File: config.mk
export PLATFORM = sky130hd
export DESIGN_NAME = insc_jobq
export DESIGN_NICKNAME = d
export VERILOG_FILES = /design/src/rtl/insc_pkg.sv /design/src/rtl/insc_jobq.sv
export SDC_FILE = /design/constraint.sdc
export NUM_CORES = 1
export LEC_CHECK = 0
export ABC_AREA = 0
export BUFFER_PORTS_ARGS = -buffer_cell sky130_fd_sc_hd__buf_2
export CAP_MARGIN = 25
export CORE_MARGIN = 2
export CORE_UTILIZATION = 57
export CTS_BUF_LIST = sky130_fd_sc_hd__clkbuf_4 sky130_fd_sc_hd__clkbuf_8
export DETAILED_ROUTE_END_ITERATION = 12
export GPL_TIMING_DRIVEN = 0
export PLACE_DENSITY = 0.79
export SLEW_MARGIN = 20
export SYNTH_ARGS = -nofsm -noshare
export SYNTH_HDL_FRONTEND = slang
export SYNTH_SLANG_ARGS = --single-unit
File: constraint.sdc
create_clock -name clk -period 2.2 [get_ports clk]
set_input_delay 0.44 -clock clk [delete_from_list [all_inputs] [get_ports clk]]
set_output_delay 0.44 -clock clk [all_outputs]
set_load 0.01 [all_outputs]
File: src/rtl/insc_pkg.sv
// ---------------------------------------------------------------------------
// insc_pkg
// Shared types and constants for the integer nearest-neighbor image scaler.
// ---------------------------------------------------------------------------
package insc_pkg;

  // Frame and factor limits
  localparam int MAX_COLS  = 1024;
  localparam int MAX_ROWS  = 1024;
  localparam int MAX_SCALE = 8;

  localparam int COL_W  = $clog2(MAX_COLS);
  localparam int ROW_W  = $clog2(MAX_ROWS);
  localparam int CNT_W  = $clog2(MAX_SCALE) + 1;  // holds 1..MAX_SCALE
  localparam int PH_W   = $clog2(MAX_SCALE);      // holds 0..MAX_SCALE-1
  localparam int SIZE_W = 11;                     // configured size field
  localparam int RGB_W  = 24;

  // Configuration register indexes
  localparam int CFG_IDX_W = 2;
  localparam int CFG_DAT_W = 11;
  localparam logic [CFG_IDX_W-1:0] CFG_SCALE_MODE   = 2'd0;
  localparam logic [CFG_IDX_W-1:0] CFG_SCALE_FACTOR = 2'd1;
  localparam logic [CFG_IDX_W-1:0] CFG_IMAGE_COLS   = 2'd2;
  localparam logic [CFG_IDX_W-1:0] CFG_IMAGE_ROWS   = 2'd3;

  // Scale modes and input commands
  localparam logic MODE_DOWN = 1'b0;
  localparam logic MODE_UP   = 1'b1;
  localparam logic CMD_PIXEL = 1'b0;
  localparam logic CMD_TICK  = 1'b1;

  // Job queue depth
  localparam int QDEPTH = 4;
  localparam int QPTR_W = $clog2(QDEPTH);

  // One output job: a pixel emitted cnt times
  typedef struct packed {
    logic [RGB_W-1:0] rgb;
    logic [CNT_W-1:0] cnt;
    logic             eor;
    logic             eof;
  } job_t;

endpackage

File: src/rtl/insc_jobq.sv
// ---------------------------------------------------------------------------
// insc_jobq
// Short first-in first-out queue of jobs between the front and back parts.
// ---------------------------------------------------------------------------
module insc_jobq (
  input  logic           clk,
  input  logic           rst_n,
  input  logic           push,
  input  insc_pkg::job_t wdata,
  output logic           full,
  input  logic           pop,
  output insc_pkg::job_t rdata,
  output logic           empty
);

  localparam int PW = insc_pkg::QPTR_W;

  insc_pkg::job_t q_mem [insc_pkg::QDEPTH];
  logic [PW-1:0]  wp_r, rp_r;
  logic [PW:0]    cnt_r;
  logic           do_push, do_pop;

  assign full    = (cnt_r == (PW+1)'(insc_pkg::QDEPTH));
  assign empty   = (cnt_r == '0);
  assign do_push = push & ~full;
  assign do_pop  = pop & ~empty;
  assign rdata   = q_mem[rp_r];

  // Advance pointers and occupancy
  always_ff @(posedge clk) begin
    if (!rst_n) begin
      wp_r  <= '0;
      rp_r  <= '0;
      cnt_r <= '0;
    end else begin
      if (do_push) begin
        wp_r <= wp_r + PW'(1);
      end
      if (do_pop) begin
        rp_r <= rp_r + PW'(1);
      end
      if (do_push && !do_pop) begin
        cnt_r <= cnt_r + (PW+1)'(1);
      end else if (do_pop && !do_push) begin
        cnt_r <= cnt_r - (PW+1)'(1);
      end
    end
  end

  // Store entries
  always_ff @(posedge clk) begin
    if (do_push) begin
      q_mem[wp_r] <= wdata;
    end
  end

endmodule

==> impl_results.md <==
- Dpl ws: 43.5 ps
- Die ar.: 9180 um^2
- FF+latch count, synth: 129
- Nets@finish: 331
- WS Path Type: flip-flop to output pin
- Ratio of cells with drive above 1 in the final layout: 48.7%
- Final wirelength: 8280 um
- H-tree Lvls: 4
- Worst Path Required: about 1800 ps
- Synth Flop Type: edfxtp_1
- Post-route antenna net violation count: 0
- Worst-Margin Slew: 417 ps
- YS warnings: 0
- DRC: 0
- Total gr overflow: 0
- Reg clk slew, reported paths: approximately 70 ps
- Final Instance Area: 5830 um^2
- Arrival @ worst endpoint: 1670 ps
- Die width: 95.8 um
- WHS: 234 ps
- Rows: 33
- Crit. End Element: output pin
- Delay of the slowest critical-path stage: 520 ps
- Hold_buf cts: 0
- GRT Resource Usage Total: 19.5%
- Diode count: 0
- Final setup fails: 0
- GP Congestion: between 0.6 and 0.7
- Vias in the first global route: 2332
- DR pass1 iterations: 5
- Initial antenna violation count: 0
- DR WL/cell: 20.3 um
- Post-synth EDFFs: 120
- Post-Layout Cell Count: 409
- Period utilization: between 90% and 100%
- Number of cells on the worst hold path: 1
- Layout overhead on the synthesized area: 21.3%
- Setup repair after global routing missed its margin: false
- Placed insts: between 300 and 400
- Leakage: 2.02 nW
- Layout fillers: 464
- First-pass GRT wire length: 12400 um
- Reg-to-Reg End: cnt_r[2]
- Mapped Nets: 244
- Final clock skew: about 8.1 ps
- CP Cell Sequence: buf_8, mux4_2, buf_2
- Reg2Reg Depth: 9
- Netlist cell types: 23
- Worst skew pair latency: 420 ps
- Final Power: 6.93 mW
- Crit path time final: 2110 ps
- Number of vias per cell: 5.54
- Seq/Total Area, Yosys: 78.7%
- # IOs: 66
- Register Area: 3790 um^2
- CTS Sinks: 129
- Ys async rst share: 0%
- Hold path start: wdata[6]
- Max Slew Vio Count: 0
- Reg-to-reg slack, setup: 130 ps
- CTS Buf Count: 17
- Area post-placement: 5350 um^2
- Port buffer count: 64
- Starting Density: 58.8%
- Pwr per Cell Area: 1190 nW/um^2
- Crit path max-delay cell type: mux4_2
- Hold endpoint: q_mem[3][6]
- Worst VDD drop: around 0.64 mV
- Post-Syn Area per Cell: between 20 and 25 um^2
- Max-Slew Margin vs Limit: 72.2%
- Largest net degree at the start of global routing: 29
- Worst min path class: input pin to flip-flop
- R2r startpoint: cnt_r[2]
- DPL Wire Length: 5110 um
- Worst setup SP type: flip-flop
- Setup TNS Final: 0 ps
- Clock Tree Buf Depth: 2
- Post-synthesis cell area: 4810 um^2
- Max cap viols: 0
- Core Box Area: 8180 um^2
- Commonest non-fill, non-tap cell in the layout: edfxtp_1
- CTS tree: built
- Die height: 95.8 um
- Status: finished, final reports clean
- Area of the multi-input gates: 966 um^2
- Cell count after synthesis: 204
- Worst-path maximum fanout: 10
- First DRT Iteration DRCs: 101
- Hold Fails Final Rpt: 0
- Final Util: between 70% and 80%
- Most frequent cells in the layout: edfxtp_1, buf_2, mux4_2
- Worst setup margin: 86.0 ps
- Clk root buf: clkbuf_8
- Max Clk Rate: roughly 470 MHz
- Vias: between 2000 and 2500
-- cell families (layout without fill, tap and decap cells) --
group / after synthesis / in the layout / synth area share (%)
flip-flops: 129 / 129 / 78.7
buffers and inverters: 11 / 111 / 1.33
adder cells (fa/ha/maj): 6 / 6 / 1.72
AND/OR/NAND/NOR: 17 / 17 / 2.11
XOR/XNOR: 4 / 4 / 0.729
multiplexers: 33 / 33 / 14.7
AO/OA/AOI/OAI: 4 / 4 / 0.703
-- state kept, by name, indices dropped and copies added, names as in the netlist, named ones only --
register / count
rp_r: 2
q_mem: 120
cnt_r: 3
wp_r: 2
-- area by class of cell --
type | instances | share of cell area (%)
sequential | 129 | 65.0
timing repair buffer | 68 | 7.00
inverter | 3 | 0.193
clock buffer | 19 | 4.38
buffer | 8 | 1.37
tap | 105 | 2.25
clock inverter | 13 | 3.20
multi-input combinational | 64 | 16.6
-- critical path, delay by kind of cell (launching register included) --
kind	cells	cell delay, ps
multiplexers	1	520
buffers and inverters	2	340
flip-flops	1	400
-- power breakdown --
group / total [mW] / switching, mW / internal, mW / leakage, nW
clock network: 2.17 / 0.894 / 1.28 / 0.211
registers: 3.12 / 0.129 / 2.99 / 1.18
logic: 1.64 / 0.780 / 0.859 / 0.628
-- worst max-delay path by stage --
| stage | end | cells past startpoint |
|---|---|---|
| finish | rdata[2] | 3 |
| global route | rdata[24] | 3 |
| CTS | cnt_r[2] | 9 |
| detailed placement | cnt_r[2] | 9 |
| global placement | q_mem[0][21] | 4 |
| floorplan | cnt_r[2] | 9 |
-- synthesized netlist by cell type (2+ instances only) --
master	number	share of area [%]
and2_1	8	1.0
buf_2	3	0.31
buf_4	3	0.47
dfxtp_1	9	3.7
edfxtp_1	120	75
ha_1	5	1.3
inv_1	3	0.23
mux2i_1	3	0.62
mux4_2	30	14
nand2_1	4	0.31
nor2b_1	2	0.26
xnor2_1	3	0.55
-- repair_timing --
action                                  4_1_cts  5_1_grt
cloned                                        0        0
setup buffers                                 0        0
endpoints found under the setup margin       30       13
gates resized for setup                       5        8
-- layer usage --
| metal | GRT usage (%) | wire, um | up-vias |
|---|---|---|---|
| met5 | 0 | 0 | - |
| met2 | 33.4 | 4560 | 65 |
| li1 | - | - | 1019 |
| met3 | 6.26 | 439 | 7 |
| met1 | 23.4 | 3240 | 1173 |
| met4 | 6.79 | 39 | 0 |
No activity file was read; power rests on OpenSTA's default activity.
