<file path="src/rtl/insc_pkg.sv">
// ---------------------------------------------------------------------------
// insc_pkg
// Shared types and constants for the integer nearest-neighbor image scaler.
// ---------------------------------------------------------------------------
package insc_pkg;

  // Frame and factor limits
  localparam int MAX_COLS  = 1024;
  localparam int MAX_ROWS  = 1024;
  localparam int MAX_SCALE = 8;

  localparam int COL_W  = $clog2(MAX_COLS);
  localparam int ROW_W  = $clog2(MAX_ROWS);
  localparam int CNT_W  = $clog2(MAX_SCALE) + 1;  // holds 1..MAX_SCALE
  localparam int PH_W   = $clog2(MAX_SCALE);      // holds 0..MAX_SCALE-1
  localparam int SIZE_W = 11;                     // configured size field
  localparam int RGB_W  = 24;

  // Configuration register indexes
  localparam int CFG_IDX_W = 2;
  localparam int CFG_DAT_W = 11;
  localparam logic [CFG_IDX_W-1:0] CFG_SCALE_MODE   = 2'd0;
  localparam logic [CFG_IDX_W-1:0] CFG_SCALE_FACTOR = 2'd1;
  localparam logic [CFG_IDX_W-1:0] CFG_IMAGE_COLS   = 2'd2;
  localparam logic [CFG_IDX_W-1:0] CFG_IMAGE_ROWS   = 2'd3;

  // Scale modes and input commands
  localparam logic MODE_DOWN = 1'b0;
  localparam logic MODE_UP   = 1'b1;
  localparam logic CMD_PIXEL = 1'b0;
  localparam logic CMD_TICK  = 1'b1;

  // Job queue depth
  localparam int QDEPTH = 4;
  localparam int QPTR_W = $clog2(QDEPTH);

  // One output job: a pixel emitted cnt times
  typedef struct packed {
    logic [RGB_W-1:0] rgb;
    logic [CNT_W-1:0] cnt;
    logic             eor;
    logic             eof;
  } job_t;

endpackage

</file>
<file path="src/rtl/insc_back.sv">
// ---------------------------------------------------------------------------
// insc_back
// Expands each job into its copies, one output pixel per cycle while the
// receiver pops, through an output register.
// ---------------------------------------------------------------------------
module insc_back (
  input  logic           clk,
  input  logic           rst_n,
  input  logic           job_empty,
  input  insc_pkg::job_t job_data,
  output logic           job_pop,
  output logic           out_empty,
  input  logic           out_pop,
  output logic [7:0]     out_red_out,
  output logic [7:0]     out_green_out,
  output logic [7:0]     out_blue_out,
  output logic           out_end_of_row,
  output logic           out_end_of_frame,
  output logic           out_last
);

  localparam int NW = insc_pkg::CNT_W;
  localparam int PW = insc_pkg::PH_W;

  logic          out_v_r;
  logic [PW-1:0] k_r;
  logic [23:0]   rgb_r;
  logic          eor_r, eof_r, last_r;
  logic          adv, take, fin;

  assign adv     = ~out_v_r | out_pop;
  assign take    = adv & ~job_empty;
  assign fin     = (NW'(k_r) + NW'(1)) == job_data.cnt;
  assign job_pop = take & fin;

  assign out_empty        = ~out_v_r;
  assign out_red_out      = rgb_r[23:16];
  assign out_green_out    = rgb_r[15:8];
  assign out_blue_out     = rgb_r[7:0];
  assign out_end_of_row   = eor_r;
  assign out_end_of_frame = eof_r;
  assign out_last         = last_r;

  // Count copies and hold the output valid
  always_ff @(posedge clk) begin
    if (!rst_n) begin
      out_v_r <= 1'b0;
      k_r     <= '0;
    end else if (adv) begin
      out_v_r <= ~job_empty;
      if (take) begin
        k_r <= fin ? '0 : k_r + PW'(1);
      end
    end
  end

  // Load the output payload
  always_ff @(posedge clk) begin
    if (take) begin
      rgb_r  <= job_data.rgb;
      eor_r  <= fin & job_data.eor;
      eof_r  <= fin & job_data.eof;
      last_r <= fin;
    end
  end

endmodule

</file>
<file path="config.mk">
export PLATFORM = sky130hd
export DESIGN_NAME = insc_back
export DESIGN_NICKNAME = d
export VERILOG_FILES = /design/src/rtl/insc_pkg.sv /design/src/rtl/insc_back.sv
export SDC_FILE = /design/constraint.sdc
export NUM_CORES = 1
export LEC_CHECK = 0
export BUFFER_PORTS_ARGS = -buffer_cell sky130_fd_sc_hd__buf_2
export CORE_UTILIZATION = 35
export CTS_CLUSTER_DIAMETER = 120
export DETAILED_ROUTE_END_ITERATION = 8
export PLACE_DENSITY = 0.75
export SLEW_MARGIN = 20
export SYNTH_ARGS = -nofsm -noshare
export SYNTH_HDL_FRONTEND = slang
export SYNTH_SLANG_ARGS = --single-unit
</file>
<file path="constraint.sdc">
create_clock -name clk -period 6.6 [get_ports clk]
set_input_delay 0.33 -clock clk [delete_from_list [all_inputs] [get_ports clk]]
set_output_delay 0.33 -clock clk [all_outputs]
set_load 0.03 [all_outputs]
</file>
==> metrics, run 1 <==
Tmin final 2.47 ns; Area Growth Syn to Fin 37.5%; Finish-stage setup viols 0; Synth cell types 24; share of the synthesized area in the top cell type 72.1%; worst path cell trace ha_1 > xor2_1 > a2111oi_4 > and2_1 > buf_2; Post-synth EDFFs 27; start of the worst register-to-register path k_r[0]; gpl congestion 0.628; Crit Path Max Fanout 7; Async S/R FF share, synth 0%; ANT cells 0; Net Sw Frac 26.8%; CP Launch Type register; post-route ant nets 0; mux contribution to synthesized area 0%; worst stage delay on the critical path 0.48 ns; count leader, synth edfxtp_1; fin cells 175; fin nets 166; first-pass GRT wire length 3.33 mm; Setup Buffers After CTS 0; cell-internal power 0.288 mW; pwr dens 254 nW/um^2; initial antenna violation count 0; share of layout cells above drive strength 1 55.7%; overall routing resource usage 13.7%; Synth Area in XOR/XNOR 3.78%; Yosys reg bits 31; number of buffers added on ports 62; final worst path period share 37.5%; CTS tree yes; FF-to-FF path depth 4; initial core utilization 36.8%; Crit path max-delay family compound AO/OA/AOI/OAI gates; fmax 0.404 GHz; CTS max path bufs 2; Clock Power Share 24.3%; IR drop worst, VDD 66.1 uV; Reg power frac 59.2%; DRC Markers 0; Fillers 278; Pre-antenna DRT Iters 3; Die Area 3440 um^2; Hold Crit Class in -> reg; Tot Pwr 0.393 mW; post-CTS resize count 0; DRT Wirelength 2.16 mm; number of global-route vias before repair 771; Net Switching 0.105 mW; CTS H-tree lvls 2; total nets after synthesis 96; max-cap violation count 0; Lkg Pwr 0.657 nW; wire per inst 12.4 um; dpl ws 4.46 ns; DR vias 788; simple-gate share of the synthesized area 7.45%; register area share after synthesis 79.2%; setup tns final 0 ns; Num CTS Buffers 5; Final Skew 0.00285 ns; Crit. End Element primary output; Arr. time, crit path 2.14 ns; Met3 Wirelength 292 um; Synth area leader edfxtp_1; FF-to-FF setup slack 4.82 ns; combinational share of power 16.5%; Clock Pin Slew Worst Setup and Hold Paths 0.09 ns; kind of critical path reg -> out; Sinks on Clock Net 31; RSZ-0062 raised after global routing no; measured slew at the worst slew-check pin 0.574 ns; worst hold start job_data[20]; Final Hold Viols 0; Synth Cell Area 1120 um^2; core area 3050 um^2; final worst slack 4.13 ns; Max-slew headroom 61.7%; largest net degree at the start of global routing 21; utilization after layout 50.7%; Iter 0 DRT Violations 23; chip height 58.7 um; Synth Instances 61; DR top layer met4; I/O pin count 63; Main synth FF type edfxtp_1; largest family of logic cells by synthesized area simple AND/OR/NAND/NOR gates; Worst EP required 6.27 ns; CP bufs+invs 1; synth top area cells edfxtp_1, dfxtp_1, a2111oi_4; Yosys warnings 0; placed instance count 168; max-slew violation count 0; FF-to-FF End out_end_of_row; Hold Path Depth 1; Via-to-Cell Ratio 4.50; clock latency at the later pin of the worst-skew pair 0.32 ns; status complete, no violations; M1 WL 830 um; met2 routed WL 976 um; Hold Path End rgb_r[14]; top cells by count, synth edfxtp_1, dfxtp_1, inv_1; Mapped Avg Cell Area 18.4 um^2; root buf cell clkbuf_4; placed wire-length estimate 1.64 mm; post-synthesis adder-cell area fraction 1.11%; Hold Buf Count CTS 0; standard-cell rows 20; die width 58.7 um; compound-gate portion of the synthesized area 7.12%; Remaining Overflow, GRT 0; highest-delay cell along the critical path a2111oi_4
worst max-delay path by stage:
stage          startpoint       to  slack (ns)  cells past startpoint
3_5_place_dp      out_pop  job_pop        4.46                      6
2_1_floorplan     out_pop  job_pop        4.02                      3
3_3_place_gp      out_pop  job_pop        4.51                      6
6_report           k_r[0]  job_pop        4.13                      5
5_1_grt            k_r[0]  job_pop        3.97                      5
4_1_cts            k_r[0]  job_pop        4.11                      5
per-layer routing:
| metal | global-route usage (%) | vias to the layer above |
|---|---|---|
| li1 | - | 377 |
| met1 | 13.8 | 355 |
| met2 | 22.7 | 50 |
| met3 | 6.37 | 6 |
| met4 | 9.18 | 0 |
| met5 | 0 | - |
final cells by class:
cell class              count  area, um^2  share of cell area (%)
inverters                   4        15.0                   0.971
clock inverters             2        8.76                   0.566
multi-input cells          26         221                    14.3
flip-flops and latches     31         891                    57.6
repair buffers             63         318                    20.6
clock buffers               5        37.5                    2.43
well taps                  44        55.1                    3.56
power groups by stage:
stage          registers (mW)  clock network [mW]  logic (mW)
4_1_cts                 0.232               0.101      0.0655
6_report                0.232              0.0956      0.0649
2_1_floorplan           0.257                   0      0.0206
3_5_place_dp            0.237                   0      0.0653
5_1_grt                 0.234               0.109      0.0700
3_3_place_gp            0.236                   0      0.0637
stage by stage:
stage	hold slack (ns)	area, um^2
floorplan	0.421	1120
global placement	0.507	1500
detailed placement	0.508	1500
CTS	0.158	1550
global route	0.155	1550
finish	0.179	1550
registers in the layout, indices dropped and copies added (netlist names):
signal / count
out_end_of_frame: 1
rgb_r: 24
out_v_r: 1
out_last: 1
out_end_of_row: 1
k_r: 3
worst reg2reg max path: stages (launching register included):
cell	delay [ns]
dfxtp_1	0.46
ha_1	0.30
xor2_1	0.20
a2111oi_4	0.48
and2_1	0.20
placed cells by master, fill, tap and decap left out:
master,n
o221ai_1,1
xor2_1,1
ha_1,1
a21oi_1,1
nand2_1,1
o21ai_0,1
xor3_2,1
inv_1,4
dfxtp_1,4
a221oi_1,2
and2b_1,1
clkinv_2,1
and2_1,3
nor3_1,1
nand2b_1,1
xnor2_1,1
a31o_2,1
or4_1,2
buf_4,1
a2111oi_4,1
o31ai_1,1
nor2_2,1
edfxtp_1,27
nand4_1,2
clkinv_1,1
clkbuf_4,5
buf_2,62
nor2b_1,1
nand3_1,1
cells by family (layout without fill, tap and decap cells):
group | after synthesis | after routing
AO/OA/AOI/OAI | 8 | 8
flip-flops | 31 | 31
AND/OR/NAND/NOR | 14 | 14
XOR/XNOR | 3 | 3
buffers and inverters | 4 | 74
adder cells (fa/ha/maj) | 1 | 1
Power figures use the tool's default switching activity.
==> inputs of run 2 (changes only) <==
- ABC_AREA: unset -> 1
- PLACE_DENSITY: 0.75 -> 0.77
- clock period: 6.6 -> 2.15 ns (I/O delays scaled with it)
==> run 2 against run 1 <==
Clock skew grew 0.012 ns. Die area grew 0.75%. Utilization is 8.4 points higher. Hold slack lost 0.14 ns. Total power rose to 3.1 times the previous value. Global-route usage is 5.1 points higher. Synthesized area grew 0.78%. Non-clock buffer count up 25. Critical path type unchanged.
==> metrics, run 2 <==
kind of critical path reg -> out; synth top area cells edfxtp_1, dfxtp_1, inv_1; Largest regs rgb_r x24, k_r x3; placed instance count 189; CP Launch Type register; post-route ant nets 0; Lkg Pwr 0.844 nW; Reg with most FFs rgb_r; Yosys warnings 0; Worst EP required 2.04 ns; share of layout cells above drive strength 1 41.8%; Hold Path End out_v_r; combinational share of power 18.5%; commonest non-fill, non-tap cell in the layout buf_2; total nets after synthesis 117; overall routing resource usage 18.8%; Die Area 3470 um^2; Hold Path Depth 2; start of the worst register-to-register path k_r[0]; chip height 58.9 um; Reg power frac 57.7%; Setup Buffers After CTS 0; DR vias 977; count leader, synth edfxtp_1; Net Sw Frac 27.0%; core area 3050 um^2; FF-to-FF path depth 7; RSZ-0062 raised after global routing no; gpl congestion 0.696; root buf cell clkbuf_4; CTS H-tree lvls 2; fin nets 212; first-pass GRT wire length 4.50 mm; max-cap violation count 0; FF-to-FF End out_last; number of global-route vias before repair 979; Mapped Avg Cell Area 13.8 um^2; WHS 0.0387 ns; CTS max path bufs 2; ANT cells 0; Net Switching 0.334 mW; Clock Pin Slew Worst Setup and Hold Paths 0.10 ns; max reg flops 24; Final Hold Viols 0; Sinks on Clock Net 31; register area share after synthesis 78.6%; Main synth FF type edfxtp_1; I/O pin count 63; Synth Instances 82; CTS tree yes; largest net degree at the start of global routing 28; Synth area leader edfxtp_1; Finish-stage setup viols 0; top cells by count, synth edfxtp_1, inv_1, nand2_1; Remaining Overflow, GRT 0; initial core utilization 37.1%; Synth cell types 16; Crit. End Element primary output; Arr. time, crit path 1.74 ns; max-slew violation count 0; Crit Path Max Fanout 6; DRT Wirelength 2.91 mm; DRC Markers 0; fmax 0.540 GHz; placed wire-length estimate 1.68 mm; commonest cells after routing, fill and taps aside buf_2, edfxtp_1, dlygate4sd3_1; final worst slack 0.300 ns; status complete, no violations; dpl ws 0.673 ns; utilization after layout 59.1%; standard-cell rows 20; Pre-antenna DRT Iters 4; Tmin final 1.85 ns; number of buffers added on ports 62; clock latency at the later pin of the worst-skew pair 0.32 ns; measured slew at the worst slew-check pin 0.326 ns; Post-synth EDFFs 27; cell-internal power 0.903 mW; Final Skew 0.0148 ns; Iter 0 DRT Violations 43; Async S/R FF share, synth 0%; share of the synthesized area in the top cell type 71.5%; Non-Filler Cell Area, Final 1800 um^2; Num CTS Buffers 5; Placed Area 1510 um^2; FF-to-FF setup slack 0.70 ns; die width 58.9 um; initial antenna violation count 0; wire per inst 13.2 um; worst hold start rst_n; Synth Cell Area 1130 um^2; setup tns final 0 ns; Clock Power Share 23.9%; fin cells 221; final worst path period share 86.1%; Hold Crit Class in -> reg; Area Growth Syn to Fin 59.1%; Tot Pwr 1.24 mW; pwr dens 686 nW/um^2; IR drop worst, VDD 314 uV; Yosys reg bits 31; Via-to-Cell Ratio 4.42; Max-slew headroom 78.3%
run 2: cell types whose count changed after synthesis, sizes merged, moves of 2 or more:
| cell | before | now |
|---|---|---|
| and2 | 3 | 0 |
| inv | 4 | 16 |
| nor2 | 1 | 7 |
| nand3 | 1 | 4 |
| nand2 | 1 | 16 |
| a221oi | 2 | 0 |
| or4 | 2 | 0 |
run 2: timing repair:
item | in CTS | in global routing
endpoints found under the hold margin | 25 | 0
resized for setup | 0 | 0
hold buffers | 25 | 0
setup endpoints to repair | 0 | 0
run 2: per-layer routing:
| layer | vias to the layer above | share of wire, % | global-route usage [%] |
|---|---|---|---|
| met2 | 52 | 53 | 34.7 |
| met5 | - | 0 | 0 |
| met3 | 4 | 8.9 | 7.03 |
| li1 | 465 | - | - |
| met4 | 0 | 1.2 | 8.16 |
| met1 | 456 | 37 | 18.4 |
run 2: worst max-delay path by stage:
| stage | startpoint | endpoint | slack [ns] | cells past startpoint |
|---|---|---|---|---|
| floorplan | out_v_r | job_pop | 0.63 | 3 |
| global route | k_r[0] | job_pop | 0.15 | 8 |
| detailed placement | k_r[0] | job_pop | 0.67 | 8 |
| CTS | k_r[0] | job_pop | 0.30 | 8 |
| finish | k_r[0] | job_pop | 0.30 | 7 |
| global placement | k_r[0] | job_pop | 0.75 | 8 |
run 2: kinds of logic after synthesis:
family          count (synthesis)  synth area share (%)
simple gates                   29                  11.1
fa+ha+maj                       1                  1.10
compound gates                  4                  3.09
xor+xnor                        1                 0.773
buf+inv                        16                  5.30
flops                          31                  78.6
run 2: layout make-up:
class / instances / area, um^2
Clock buffer: 5 / 37.5
Clock inverter: 2 / 8.76
Fill cell: 264 / 1250
Inverter: 16 / 60.1
Multi-Input combinational cell: 35 / 183
Sequential cell: 31 / 891
Tap cell: 44 / 55.1
Timing Repair Buffer: 88 / 568
run 2: worst max-delay path, stage by stage (launching register included):
cell and delay (ns):
dfxtp_1 0.46, ha_1 0.29, nand2_1 0.09, nand2_1 0.07, nor2_2 0.11, nand4_1 0.14
inv_1 0.07, buf_2 0.19
run 2: power by group through the flow:
stage	clock network (mW)	registers, mW	logic (mW)
detailed placement	0	0.724	0.190
finish	0.295	0.713	0.228
floorplan	0	0.786	0.0541
global route	0.336	0.716	0.248
global placement	0	0.722	0.182
CTS	0.306	0.710	0.225
